==> config.mk <==
export PLATFORM = sky130hd
export DESIGN_NAME = lcd_line_mode_timing
export DESIGN_NICKNAME = d
export VERILOG_FILES = /design/src/rtl/core/llmt_pkg.sv /design/src/rtl/core/lcd_line_mode_timing.sv
export VERILOG_INCLUDE_DIRS = /design/src /design/src/rtl/core
export SDC_FILE = /design/constraint.sdc
export NUM_CORES = 1
export LEC_CHECK = 0
export ABC_AREA = 1
export CAP_MARGIN = 20
export CORE_ASPECT_RATIO = 1.25
export CORE_UTILIZATION = 55
export CTS_CLUSTER_DIAMETER = 30
export DETAILED_ROUTE_END_ITERATION = 12
export DONT_BUFFER_PORTS = 1
export PLACE_DENSITY = 0.69
export SLEW_MARGIN = 40
export SYNTH_ARGS = -nofsm -noshare
export SYNTH_HDL_FRONTEND = slang
export SYNTH_SLANG_ARGS = --single-unit
==> constraint.sdc <==
create_clock -name clk -period 7.39 [get_ports clk]
set_input_delay 0.739 -clock clk [delete_from_list [all_inputs] [get_ports clk]]
set_output_delay 0.739 -clock clk [all_outputs]
set_load 0.01 [all_outputs]
==> src/rtl/core/lcd_line_mode_timing_defines.svh <==
// lcd_line_mode_timing_defines.svh: assertion macros for the lcd line and mode timing block
// expects signals clk and arst_n in the scope where a macro is used
`ifndef LCD_LINE_MODE_TIMING_DEFINES_SVH
`define LCD_LINE_MODE_TIMING_DEFINES_SVH

// same-cycle implication, checked outside reset
`define LLMT_ASSERT_NOW(lbl, ante, cons) \
	lbl: assert property (@(posedge clk) disable iff (!arst_n) (ante) |-> (cons)) \
		else $error("lcd timing check failed");

// next-cycle implication, checked outside reset
`define LLMT_ASSERT_NEXT(lbl, ante, cons) \
	lbl: assert property (@(posedge clk) disable iff (!arst_n) (ante) |=> (cons)) \
		else $error("lcd timing check failed");

`endif

==> src/rtl/core/llmt_pkg.sv <==
// llmt_pkg.sv: constants for the lcd line and mode timing block
// no dependencies
`default_nettype none

package llmt_pkg;

	localparam int CNT_W  = 17;
	localparam int LINE_W = 8;
	localparam int MODE_W = 2;
	localparam int CFG_IDX_W  = 1;
	localparam int CFG_DATA_W = 8;
	localparam int EN_W = 4;

	localparam logic [CNT_W-1:0] FRAME_CYCLES = 17'd70224;
	localparam logic [CNT_W-1:0] LINE_CYCLES  = 17'd456;
	localparam logic [CNT_W-1:0] DRAW_START   = 17'd80;
	localparam logic [CNT_W-1:0] HBLANK_START = 17'd252;
	localparam logic [LINE_W-1:0] VISIBLE_LINES = 8'd144;
	localparam logic [LINE_W-1:0] TOTAL_LINES   = 8'd154;

	// mode codes
	localparam logic [MODE_W-1:0] MODE_HBLANK = 2'd0;
	localparam logic [MODE_W-1:0] MODE_VBLANK = 2'd1;
	localparam logic [MODE_W-1:0] MODE_OAM    = 2'd2;
	localparam logic [MODE_W-1:0] MODE_DRAW   = 2'd3;

	// register indexes
	localparam logic [CFG_IDX_W-1:0] REG_LINE_COMPARE = 1'd0;
	localparam logic [CFG_IDX_W-1:0] REG_STAT_ENABLES = 1'd1;

	// interrupt enable bit positions
	localparam int EN_HBLANK  = 0;
	localparam int EN_VBLANK  = 1;
	localparam int EN_OAM     = 2;
	localparam int EN_COMPARE = 3;

endpackage

`default_nettype wire

==> src/rtl/core/lcd_line_mode_timing.sv <==
// lcd_line_mode_timing.sv: display line counter, mode sequencer and interrupt requests
// depends on llmt_pkg and lcd_line_mode_timing_defines.svh
//
// usage:
//  - input channel (in_valid / in_stall) carries one word per tick: elapsed_cycles,
//    lcd_on and clear_frame; a word is taken when in_valid is high and in_stall low
//  - output channel (out_valid / out_stall) returns exactly one word per input word:
//    mode, line, line_match, the pulses vblank_irq, status_irq, render_strobe,
//    render_row and the sticky frame_ready flag
//  - config port: cfg_we writes cfg_data into register cfg_index (0 line compare,
//    1 status interrupt enables); write only while no word is in flight
//  - path: an accepted word is captured in the input register, and its result is then
//    written into the result register, from which it is taken
//  - throughput: one word per cycle while out_stall is low; the counter, line and
//    mode update combinationally around state registers; words may come back to back
//  - stall: while out_stall holds a full result register, the result stays put and
//    one more word can wait in the input register; in_stall rises only when both
//    registers are occupied and the output is stalled
//  - reset: counter, line, mode, compare and frame flags and both config registers
//    clear to zero, both channels empty
`default_nettype none

`include "lcd_line_mode_timing_defines.svh"

module lcd_line_mode_timing
	import llmt_pkg::*;
(
	input  wire logic                  clk,
	input  wire logic                  arst_n,
	// config write port
	input  wire logic                  cfg_we,
	input  wire logic [CFG_IDX_W-1:0]  cfg_index,
	input  wire logic [CFG_DATA_W-1:0] cfg_data,
	// input channel
	input  wire logic                  in_valid,
	output      logic                  in_stall,
	input  wire logic [7:0]            elapsed_cycles,
	input  wire logic                  lcd_on,
	input  wire logic                  clear_frame,
	// output channel
	output      logic                  out_valid,
	input  wire logic                  out_stall,
	output      logic [MODE_W-1:0]     mode,
	output      logic [LINE_W-1:0]     line,
	output      logic                  line_match,
	output      logic                  vblank_irq,
	output      logic                  status_irq,
	output      logic                  frame_ready,
	output      logic                  render_strobe,
	output      logic [LINE_W-1:0]     render_row
);

	// config registers
	logic [LINE_W-1:0] line_compare_q;
	logic [EN_W-1:0]   stat_en_q;

	// input register
	logic       valid_s1;
	logic [7:0] elapsed_s1;
	logic       lcd_on_s1;
	logic       clear_s1;

	// timing state
	logic [CNT_W-1:0]  cnt_q;
	logic [LINE_W-1:0] line_q;
	logic [MODE_W-1:0] mode_q;
	logic              match_q;
	logic              frame_q;

	// next-state and result logic
	logic [CNT_W-1:0]  sum;
	logic [CNT_W-1:0]  cnt_n;
	logic [LINE_W-1:0] line_n;
	logic [LINE_W-1:0] adv_line;
	logic [MODE_W-1:0] mode_n;
	logic [MODE_W-1:0] want_mode;
	logic              want_valid;
	logic              match_n;
	logic              frame_n;
	logic              vblank_n;
	logic              stat_n;
	logic              strobe_n;
	logic [LINE_W-1:0] row_n;
	logic              mode_stat;

	logic advance;  // result register can take a new word
	logic take;     // word in input register is processed this cycle

	assign advance  = !out_valid || !out_stall;
	assign take     = valid_s1 && advance;
	assign in_stall = valid_s1 && !advance;

	// config writes
	always_ff @(posedge clk or negedge arst_n) begin
		if (!arst_n) begin
			line_compare_q <= '0;
			stat_en_q      <= '0;
		end else if (cfg_we) begin
			case (cfg_index)
				REG_LINE_COMPARE: line_compare_q <= cfg_data;
				REG_STAT_ENABLES: stat_en_q      <= cfg_data[EN_W-1:0];
				default: ;
			endcase
		end
	end

	// input register
	always_ff @(posedge clk or negedge arst_n) begin
		if (!arst_n) begin
			valid_s1 <= 1'b0;
		end else if (!in_stall) begin
			valid_s1 <= in_valid;
		end
	end

	always_ff @(posedge clk) begin
		if (!in_stall && in_valid) begin
			elapsed_s1 <= elapsed_cycles;
			lcd_on_s1  <= lcd_on;
			clear_s1   <= clear_frame;
		end
	end

	// one step of line and mode timing
	always_comb begin
		sum        = cnt_q + {{(CNT_W-8){1'b0}}, elapsed_s1};
		cnt_n      = sum;
		line_n     = line_q;
		adv_line   = line_q + 8'd1;
		want_mode  = MODE_HBLANK;
		want_valid = 1'b0;
		match_n    = match_q;
		frame_n    = clear_s1 ? 1'b0 : frame_q;
		vblank_n   = 1'b0;
		stat_n     = 1'b0;
		strobe_n   = 1'b0;
		row_n      = '0;

		if (!lcd_on_s1) begin
			// frame-only counting, line and mode held at zero
			if (sum >= FRAME_CYCLES) begin
				cnt_n    = sum - FRAME_CYCLES;
				vblank_n = 1'b1;
				frame_n  = 1'b1;
			end
			line_n     = '0;
			want_mode  = MODE_HBLANK;
			want_valid = 1'b1;
		end else begin
			if (line_q < VISIBLE_LINES) begin
				// mode stays as is on the step that ends the line
				if (sum < DRAW_START) begin
					want_mode  = MODE_OAM;
					want_valid = 1'b1;
				end else if (sum < HBLANK_START) begin
					want_mode  = MODE_DRAW;
					want_valid = 1'b1;
				end else if (sum < LINE_CYCLES) begin
					want_mode  = MODE_HBLANK;
					want_valid = 1'b1;
				end
			end else begin
				want_mode  = MODE_VBLANK;
				want_valid = 1'b1;
			end

			if (sum >= LINE_CYCLES) begin
				cnt_n = sum - LINE_CYCLES;
				if (line_q < VISIBLE_LINES) begin
					strobe_n = 1'b1;
					row_n    = line_q;
				end
				// compare before the wrap, so line 154 is what gets compared
				if (adv_line == line_compare_q) begin
					match_n = 1'b1;
					stat_n  = stat_en_q[EN_COMPARE];
				end else begin
					match_n = 1'b0;
				end
				if (adv_line == TOTAL_LINES) begin
					line_n  = '0;
					frame_n = 1'b1;
				end else begin
					line_n = adv_line;
				end
				if (adv_line == VISIBLE_LINES) begin
					vblank_n = 1'b1;
				end
			end
		end

		// status request on an actual change into hblank, vblank or oam scan
		mode_stat = 1'b0;
		if (want_valid && want_mode != mode_q) begin
			case (want_mode)
				MODE_HBLANK: mode_stat = stat_en_q[EN_HBLANK];
				MODE_VBLANK: mode_stat = stat_en_q[EN_VBLANK];
				MODE_OAM:    mode_stat = stat_en_q[EN_OAM];
				default:     mode_stat = 1'b0;
			endcase
		end
		mode_n = want_valid ? want_mode : mode_q;
		stat_n = stat_n || mode_stat;
	end

	// timing state
	always_ff @(posedge clk or negedge arst_n) begin
		if (!arst_n) begin
			cnt_q   <= '0;
			line_q  <= '0;
			mode_q  <= MODE_HBLANK;
			match_q <= 1'b0;
			frame_q <= 1'b0;
		end else if (take) begin
			cnt_q   <= cnt_n;
			line_q  <= line_n;
			mode_q  <= mode_n;
			match_q <= match_n;
			frame_q <= frame_n;
		end
	end

	// result register
	always_ff @(posedge clk or negedge arst_n) begin
		if (!arst_n) begin
			out_valid <= 1'b0;
		end else if (advance) begin
			out_valid <= valid_s1;
		end
	end

	always_ff @(posedge clk) begin
		if (take) begin
			mode          <= mode_n;
			line          <= line_n;
			line_match    <= match_n;
			vblank_irq    <= vblank_n;
			status_irq    <= stat_n;
			frame_ready   <= frame_n;
			render_strobe <= strobe_n;
			render_row    <= row_n;
		end
	end

	// checks
	`LLMT_ASSERT_NOW(a_stall_only_when_full, in_stall, out_valid && out_stall)
	`LLMT_ASSERT_NOW(a_line_in_range, out_valid, line < TOTAL_LINES)
	`LLMT_ASSERT_NOW(a_strobe_row_follows, out_valid && render_strobe,
		(render_row + 8'd1) == line)
	`LLMT_ASSERT_NOW(a_row_zero_idle, out_valid && !render_strobe, render_row == 8'd0)
	`LLMT_ASSERT_NOW(a_vblank_line, out_valid && vblank_irq,
		line == VISIBLE_LINES || line == 8'd0)
	`LLMT_ASSERT_NEXT(a_take_fills_output, take, out_valid)

endmodule

`default_nettype wire
Yosys cells after proc, flatten, opt, wreduce, memory -nomap -nowiden
Cells that the tools add are included.
- output and inout port bits: 25
- RAM bits: 0
- memories: 0
- latch bits: 0
- register bits: 76
- bits in read-only memories: 0
- word-level logic and storage cells: 86
- eq/ne operators: 6
- magnitude comparators: 6
- div/mod/pow operators: 0
- shift operators: 0
- $add $sub $neg: 4
- bitwise operators: 1
- $mul: 0
- multiplexer cells: 34
- reductions and logical operators: 15
- operators with widths (cell ; number):
    $mux W17 ; 3
    $mux W8 ; 3
    $mux W1 ; 22
    $add A17 B8 Y17 ; 1
    $ge A17 B17 Y1 const B ; 1
    $ge A17 B9 Y1 const B ; 1
    $lt A17 B7 Y1 const B ; 1
    $lt A17 B8 Y1 const B ; 1
    $lt A17 B9 Y1 const B ; 1
    $sub A17 B17 Y17 const B ; 1
    $sub A17 B9 Y17 const B ; 1
    $eq A8 B8 Y1 const B ; 2
    $mux W2 ; 5
    $add A8 B1 Y8 const B ; 1
    $eq A8 B8 Y1 ; 1
    $lt A8 B8 Y1 const B ; 1
    $reduce_and A2 Y1 ; 3
    $logic_and A1 B1 Y1 ; 4
    $logic_not A1 Y1 ; 4
    $pmux W1 S3 ; 1
    $reduce_and A3 Y1 ; 1
    $eq A2 B1 Y1 const B ; 1
    $eq A2 B2 Y1 const B ; 1
    $logic_not A2 Y1 ; 1
    other kinds (3) ; 4

Longest topological paths before layout
Gate-level depths: netlist of the first run.
- depth in word-level cells: 10
- gate-level depth with buffers: 24
- gate-level depth less buffers: 24

Worst setup path after synthesis of the first run
No wires, ideal clock.
- path kind: reg-to-reg
- from: register elapsed_s1[0]
- to: register line[4], data pin
- period minus slack after synthesis: 2780 ps
- data required time: 7134 ps
- path slack: 4610 ps
- arrival: 2524 ps
- setup time: 256 ps
- path buffers: 2
- stages on the path, launching flop included: 19
- cell sequence: edfxtp_1 ha_1 fa_1 nand2_1 nand2_1 nand3_1 nand2_1 nand2_1 nand2_1 nand2_1 nand2_4 nor2_4 nand2_2 nor2_8 nand3_2 buf_6 buf_2 o211ai_2 inv_1
- longest elaborated chain between the ends: 4
- ends and longest elaborated chain (what ; RTL line ; text):
    start, declared ; lcd_line_mode_timing.sv:59 ; logic [7:0] elapsed_s1;
    start signal, assigned ; lcd_line_mode_timing.sv:118 ; elapsed_s1 <= elapsed_cycles;
    $add A17 B8 Y17 ; lcd_line_mode_timing.sv:126 ; sum = cnt_q + {{(CNT_W-8){1'b0}}, elapsed_s1};
    $ge A17 B9 Y1 ; lcd_line_mode_timing.sv:167 ; if (sum >= LINE_CYCLES) begin
    $mux W8 ; lcd_line_mode_timing.sv:167 ;
    $mux W8 ; lcd_line_mode_timing.sv:139 ; if (!lcd_on_s1) begin
    named net line_n[4] ; lcd_line_mode_timing.sv:73 ; logic [LINE_W-1:0] line_n;
    end signal, assigned ; lcd_line_mode_timing.sv:235 ; line <= line_n;
    end, declared ; lcd_line_mode_timing.sv:44 ; output logic [LINE_W-1:0] line,
The timed path passes the listed nets, and every way through them passes these cells.
A chain may end at the register's enable or synchronous reset.

Final worst setup path of the first run
- from: register elapsed_s1[0]
- to: register line_q[2]
- longest elaborated chain between the ends: 4
- ends and longest elaborated chain (what ; RTL line ; text):
    $add A17 B8 Y17 ; lcd_line_mode_timing.sv:126 ;
    $ge A17 B9 Y1 ; lcd_line_mode_timing.sv:167 ;
    $mux W8 ; lcd_line_mode_timing.sv:167 ;
    $mux W8 ; lcd_line_mode_timing.sv:139 ;
    end signal, assigned ; lcd_line_mode_timing.sv:216 ; line_q <= line_n;
    end, declared ; lcd_line_mode_timing.sv:65 ; logic [LINE_W-1:0] line_q;
Every way passes these cells.

==> results of run 1 <==
[worst max-delay path, delay by kind of cell (launching register included)]
kind | cells | cell delay (ns)
and+or+nand+nor | 14 | 2.37
AOI/OAI and AO/OA | 2 | 0.29
DFF | 1 | 0.37
adders and majority gates | 2 | 0.76
[where the power goes]
group	switching, uW	internal [uW]	total (uW)
combinational	1010	482	1490
clock	184	263	447
sequential	109	558	667
[stage by stage]
stage               util, %  cells  hold slack (ns)  instance area (um^2)
floorplan                 -    786           0.4434                  5600
global placement      57.76    891           0.4445                  5637
detailed placement    57.78    891           0.4446                  5639
CTS                   60.83    907          0.07486                  5937
global route          60.83    907          0.07702                  5937
finish                60.83    907          0.08075                  5937
[flip-flops by register name, indices dropped and copies added, names as in the netlist, 2 cells and up]
| signal | cells |
|---|---|
| cnt_q | 17 |
| elapsed_s1 | 8 |
| line | 8 |
| line_compare_q | 8 |
| line_q | 8 |
| mode | 2 |
| mode_q | 2 |
| render_row | 8 |
| stat_en_q | 4 |
[synth_stat cells, types with 4 or more instances]
library cell  count  area share, %
nand2_1         292             20
inv_1            83            5.6
nand3_1          64            5.7
nor2_1           58            3.9
dfrtp_1          43             19
edfxtp_1         33             18
nand4_1          32            3.6
o21ai_0          24            2.1
xor2_1           22            3.4
nand2_2          20            2.2
ha_1             17            3.8
nand3_2          10            1.8
clkbuf_1          9           0.60
o21ai_1           8           0.71
buf_2             7           0.63
nor2_2            6           0.67
o21ai_2           5           0.78
buf_6             4           0.80
nor3_1            4           0.36
o211ai_2          4           0.89
or2_2             4           0.45
[metal layers]
layer | part of all wire (%) | up-vias
met2 | 52 | 118
li1 | - | 2511
met4 | 2.4 | 0
met3 | 3.7 | 26
met1 | 42 | 2393
met5 | 0 | -
[cell families after synthesis]
group,Yosys count,synth area share (%)
adder cells (fa/ha/maj),18,4.155
buffers and inverters,110,8.266
flip-flops,76,36.91
XOR/XNOR,22,3.440
AND/OR/NAND/NOR,505,40.77
AO/OA/AOI/OAI,52,5.854
multiplexers,3,0.6032
[final cells by class]
cell class	instances	area [um^2]	area share, %
clock buffers	9	225.2	3.793
inverters	87	326.6	5.501
well taps	126	157.7	2.655
multi-input cells	600	3073	51.76
clock inverters	7	72.57	1.222
repair buffers	2	15.01	0.2529
flip-flops and latches	76	2067	34.82
[final timing paths]
kind,from,end
worst max-delay path,elapsed_s1[0]$_DFFE_PP_,line_q[2]$_DFFE_PN0P_
worst min-delay path,arst_n,cnt_q[13]$_DFFE_PN0P_
worst max register to register,elapsed_s1[0]$_DFFE_PP_,line_q[2]$_DFFE_PN0P_
worst min register to register,cnt_q[5]$_DFFE_PN0P_,cnt_q[5]$_DFFE_PN0P_
max in group asynchronous,arst_n,cnt_q[1]$_DFFE_PN0P_
min in group clk,cnt_q[5]$_DFFE_PN0P_,cnt_q[5]$_DFFE_PN0P_
==> metrics.md, run 1 <==
| Metric | Value |
|---|---|
| N_diodes | 0 |
| Achievable frequency | 0.2551 GHz |
| Worst EP required | 7.59 ns |
| Worst EP arrival | 4.12 ns |
| CTS Buf Count | 9 |
| IO Port Bufs | 0 |
| Cts hold-fix bufs | 0 |
| Layout cells sized above 1 | 10.50% |
| Synth Cell Area | 5600 um^2 |
| Drt first-iter violations | 387 |
| Worst Tran Pin Value | 0.7065 ns |
| DR DRC count | 0 |
| Most Used Layer, Global Route | met2 |
| Max incr delay on CP | 0.61 ns |
| Critical-path maximum fanout | 29 |
| Largest net degree at the start of global routing | 44 |
| Routing usage on met1 | 33.36% |
| Warnings, synthesis | 0 |
| EDFF count, synth | 33 |
| IO Pins | 49 |
| Setup Skew | 0.01072 ns |
| PostCTS Resize Cnt | 0 |
| Fill cells | 925 |
| DIE AREA | 10590 um^2 |
| Async set-reset flop share out of synthesis | 56.58% |
| Vias | 5048 |
| Setup CP Type | flop to flop |
| Final period util | 53.04% |
| Most common flop cell mapped by yosys | dfrtp_1 |
| Core area | 9759 um^2 |
| Pre-CTS setup slack | 3.517 ns |
| Area delta synth->final | 6.010% |
| Pwr/cell area | 439.0 nW/um^2 |
| # Post-CTS Setup Buffers | 0 |
| Cell breakdown of the critical path | ha_1 -> fa_1 -> nand2_1 -> nand2_1 -> nand3_1 -> nand2_1 -> nand2_1 -> nand2_1 -> nand2_1 -> nand2_4 -> nor2_4 -> nand2_2 -> nor2_8 -> nand3_2 -> nand2_1 -> nor2_1 -> o21ai_1 -> o21ai_0 |
| Average wire per cell in the routed design | 15.51 um |
| Most frequent cells in the layout | nand2_1, inv_1, nand3_1 |
| Starting Density | 57.38% |
| Die width | 92.26 um |
| Clock Sinks | 76 |
| Netlist cell types | 42 |
| Syn avg cell area | 7.125 um^2 |
| Pleak | 0.002986 uW |
| Critical path endpoint category | flop |
| Pwr Total | 2607 uW |
| Post-layout min period | 3.920 ns |
| Met3 Track Usage GR | 3.704% |
| Total global routing track utilization | 28.56% |
| Worst setup margin | 3.470 ns |
| Initial antenna violation count | 0 |
| Die Y-Extent | 114.8 um |
| Synthesized netlist cell count | 786 |
| Nets | 818 |
| # setup viols final | 0 |
| Max-slew violations | 0 |
| Post-synth net total | 828 |
| Vias in the first global route | 4845 |
| Core Rows | 40 |
| Synthesized flop and latch total | 76 |
| CTS tree | built |
| Clock slew at reported path FFs | 0.07 ns |
| # H-tree levels | 3 |
| VDD IR max | 0.2272 mV |
| Grt ovf | 0 |
| Most used cell, CP | nand2_1 |
| Total wire length | 14070 um |
| Global-route wire length before repair | 23410 um |
| R2r setup slk | 3.47 ns |
| MaxCap Viol Count | 0 |
| GPL Wtd Cong | 0.9213 |
| Worst skew pair latency | 0.35 ns |
| Most common cell after layout, fill and taps aside | nand2_1 |
| Share of the yosys chip area belonging to registers | 36.91% |
| Worst Hold Class | primary input to async pin |
| Outcome | finished, final reports clean |
| Setup TNS Final | 0 ns |
| RSZ-0062 raised after global routing | no |
| Met2 Track Usage GR | 52.74% |
| Worst r2r path cells | 18 |
| DRT Pass-1 Iters | 5 |
| Hold Vio Cnt, Final | 0 |
| Max clock buf depth | 2 |
| Worst Setup Start Kind | flop |
| Vias per cell | 5.566 |
| Dpl hpwl | 10440 um |
| Antenna-violating nets left | 0 |
| Rel. slew slack | 52.85% |
| Crit-path slowest cell | nand2_1 |
| CTS Root Cell | clkbuf_16 |
No activity file was read; power rests on OpenSTA's default activity.
==> run 2, diff against run 1 <==
PLACE_DENSITY = 0.72   (was 0.69)
clock period = 3.15 ns   (was 7.39 ns; I/O delays follow)
==> run 2 against run 1 <==
Compared with the run above: power rose to 2.6 times the previous value; count of clock-buffer cells in the layout did not move; flip-flop and latch count did not move.
==> metrics.md, run 2 (synthesis results as in run 1) <==
| Metric | Value |
|---|---|
| Outcome | finished, final reports clean |
| Rel. slew slack | 58.60% |
| Clock slew at reported path FFs | 0.07 ns |
| MaxCap Viol Count | 0 |
| Worst Hold Class | primary input to flop |
| Setup crit end | cnt_q[9]$_DFFE_PN0P_ |
| Nets | 850 |
| Pwr Total | 6703 uW |
| Pwr/cell area | 1058 nW/um^2 |
| Largest net degree at the start of global routing | 54 |
| Critical-path maximum fanout | 12 |
| Antenna-violating nets left | 0 |
| Reg-to-reg critical path endpoint | cnt_q[9]$_DFFE_PN0P_ |
| Final core occ | 64.94% |
| Post-placement cell count | 918 |
| Largest Register | cnt_q |
| Seq pwr share | 23.7% |
| Pre-CTS setup slack | -0.004175 ns |
| Dpl hpwl | 11210 um |
| Clock Sinks | 76 |
| Layout cells sized above 1 | 16.11% |
| Die Y-Extent | 114.8 um |
| Multi-input logic area | 3199 um^2 |
| Total global routing track utilization | 30.02% |
| GPL Wtd Cong | 0.9143 |
| Highest routed layer | met4 |
| Worst Setup Start Kind | flop |
| Achievable frequency | 0.3323 GHz |
| DRT Pass-1 Iters | 5 |
| Critical path endpoint category | flop |
| Clock power share | 16.1% |
| Max-slew violations | 0 |
| Setup Skew | 0.007795 ns |
| Pleak | 0.003162 uW |
| Total wire length | 15510 um |
| R2r setup slk | 0.14 ns |
| Gate power share | 60.2% |
| DIE AREA | 10590 um^2 |
| CTS tree | built |
| Setup CP Type | flop to flop |
| Worst skew pair latency | 0.34 ns |
| Vias in the first global route | 5223 |
| Drt first-iter violations | 442 |
| Core area | 9759 um^2 |
| Pint | 3399 uW |
| Grt ovf | 0 |
| # H-tree levels | 3 |
| Post-layout min period | 3.010 ns |
| CTS Buf Count | 9 |
| Most common cell after layout, fill and taps aside | nand2_1 |
| Met1 Routed Length | 5910 um |
| Hold Vio Cnt, Final | 0 |
| Worst EP arrival | 3.29 ns |
| Metal2 WL | 8044 um |
| Worst r2r path cells | 21 |
| Starting Density | 57.38% |
| DR DRC count | 0 |
| Max clock buf depth | 2 |
| Worst setup margin | 0.1403 ns |
| Largest register FFs | 17 |
| Average wire per cell in the routed design | 16.51 um |
| Storage element area | 2067 um^2 |
| Sw Ratio | 49.29% |
| Sw power | 3304 uW |
| Final period util | 95.55% |
| IO Pins | 49 |
| Vias per cell | 5.641 |
| IO Port Bufs | 0 |
| Most frequent cells in the layout | nand2_1, inv_1, nand3_1 |
| CP startpoint | elapsed_s1[5]$_DFFE_PP_ |
| Global-route wire length before repair | 24390 um |
| Fill cells | 891 |
| Core Rows | 40 |
| Die width | 92.26 um |
| VDD IR max | 0.5023 mV |
| Worst EP required | 3.43 ns |
| Vias | 5297 |
| Area delta synth->final | 13.16% |
| # setup viols final | 0 |
| Worst Tran Pin Value | 0.6210 ns |
| N_diodes | 0 |
| Final non-filler cell total | 939 |
| Initial antenna violation count | 0 |
| Worst r2r src | elapsed_s1[5]$_DFFE_PP_ |
| CTS Root Cell | clkbuf_16 |
| Met3 Wirelength | 804 um |
run 2: changes by cell type in the layout (fill, tap and decap cells not counted), sizes merged:
cell / before / now
buf: 2 / 32
clkinv: 5 / 4
clkinvlp: 0 / 1
dlygate4sd3: 0 / 1
nand3: 75 / 76
run 2: metal layers:
layer / vias to the layer above / track usage [%]
li1: 2588 / -
met1: 2451 / 32.64
met2: 201 / 55.27
met3: 57 / 4.960
met4: 0 / 16.98
met5: - / 0
run 2: repair_timing:
item / CTS / global route
pin swaps: 0 / 2
gates cloned: 0 / 1
hold buffers: 2 / 0
buffers inserted: 0 / 2
setup endpoints to repair: 2 / 46
endpoints found under the hold margin: 43 / 0
gates resized for setup: 1 / 28
run 2: metrics by stage:
stage          hold WS [ns]   TNS (ns)  cell area, um^2
6_report            0.06216          0             6337
5_1_grt             0.05145   -0.06004             6337
4_1_cts             0.05756          0             6191
3_5_place_dp        0.02108  -0.004175             5839
3_3_place_gp        0.02111          0             5839
2_1_floorplan       0.01941          0             5600
run 2: worst min path at each step:
stage	start	to	slack, ns	cells past startpoint
final	clear_frame	clear_s1$_DFFE_PP_	0.06	0
after global routing	clear_frame	clear_s1$_DFFE_PP_	0.05	0
after CTS	clear_frame	clear_s1$_DFFE_PP_	0.06	0
after detailed placement	arst_n	stat_en_q[3]$_DFFE_PN0P_	0.02	0
after global placement	arst_n	stat_en_q[3]$_DFFE_PN0P_	0.02	0
after floorplan	arst_n	cnt_q[0]$_DFFE_PN0P_	0.02	0
run 2: cell type report:
cell class	count	share of cell area, %
clock buffers	9	3.554
clock inverters	7	1.323
repair buffers	33	4.383
inverters	87	5.153
multi-input cells	601	50.48
flip-flops and latches	76	32.62
well taps	126	2.488
run 2: power groups by stage:
| stage | clock (uW) | combinational [uW] | sequential (uW) |
|---|---|---|---|
| finish | 1080 | 4040 | 1590 |
| global route | 1130 | 4470 | 1620 |
| CTS | 1090 | 3820 | 1580 |
| detailed placement | 0 | 3740 | 1590 |
| global placement | 0 | 3660 | 1590 |
| floorplan | 0 | 2850 | 1500 |
run 2: critical path, cell delays in order, from the launching register on:
cell and delay, ns:
edfxtp_1 0.41, ha_1 0.40, nand2_2 0.14, nor2_4 0.14, nand3_2 0.12, nand2_2 0.12, nand2_1 0.10, nand2_1 0.09
nand2_1 0.06, nand2_2 0.12, nand2_1 0.09, buf_4 0.14, nor2_2 0.11, nand2_1 0.10, nand2_4 0.12, buf_6 0.17
nand4_1 0.11, nand2_1 0.10, nand2_1 0.05, nand2_1 0.06, nand2_1 0.08, nand2_1 0.09
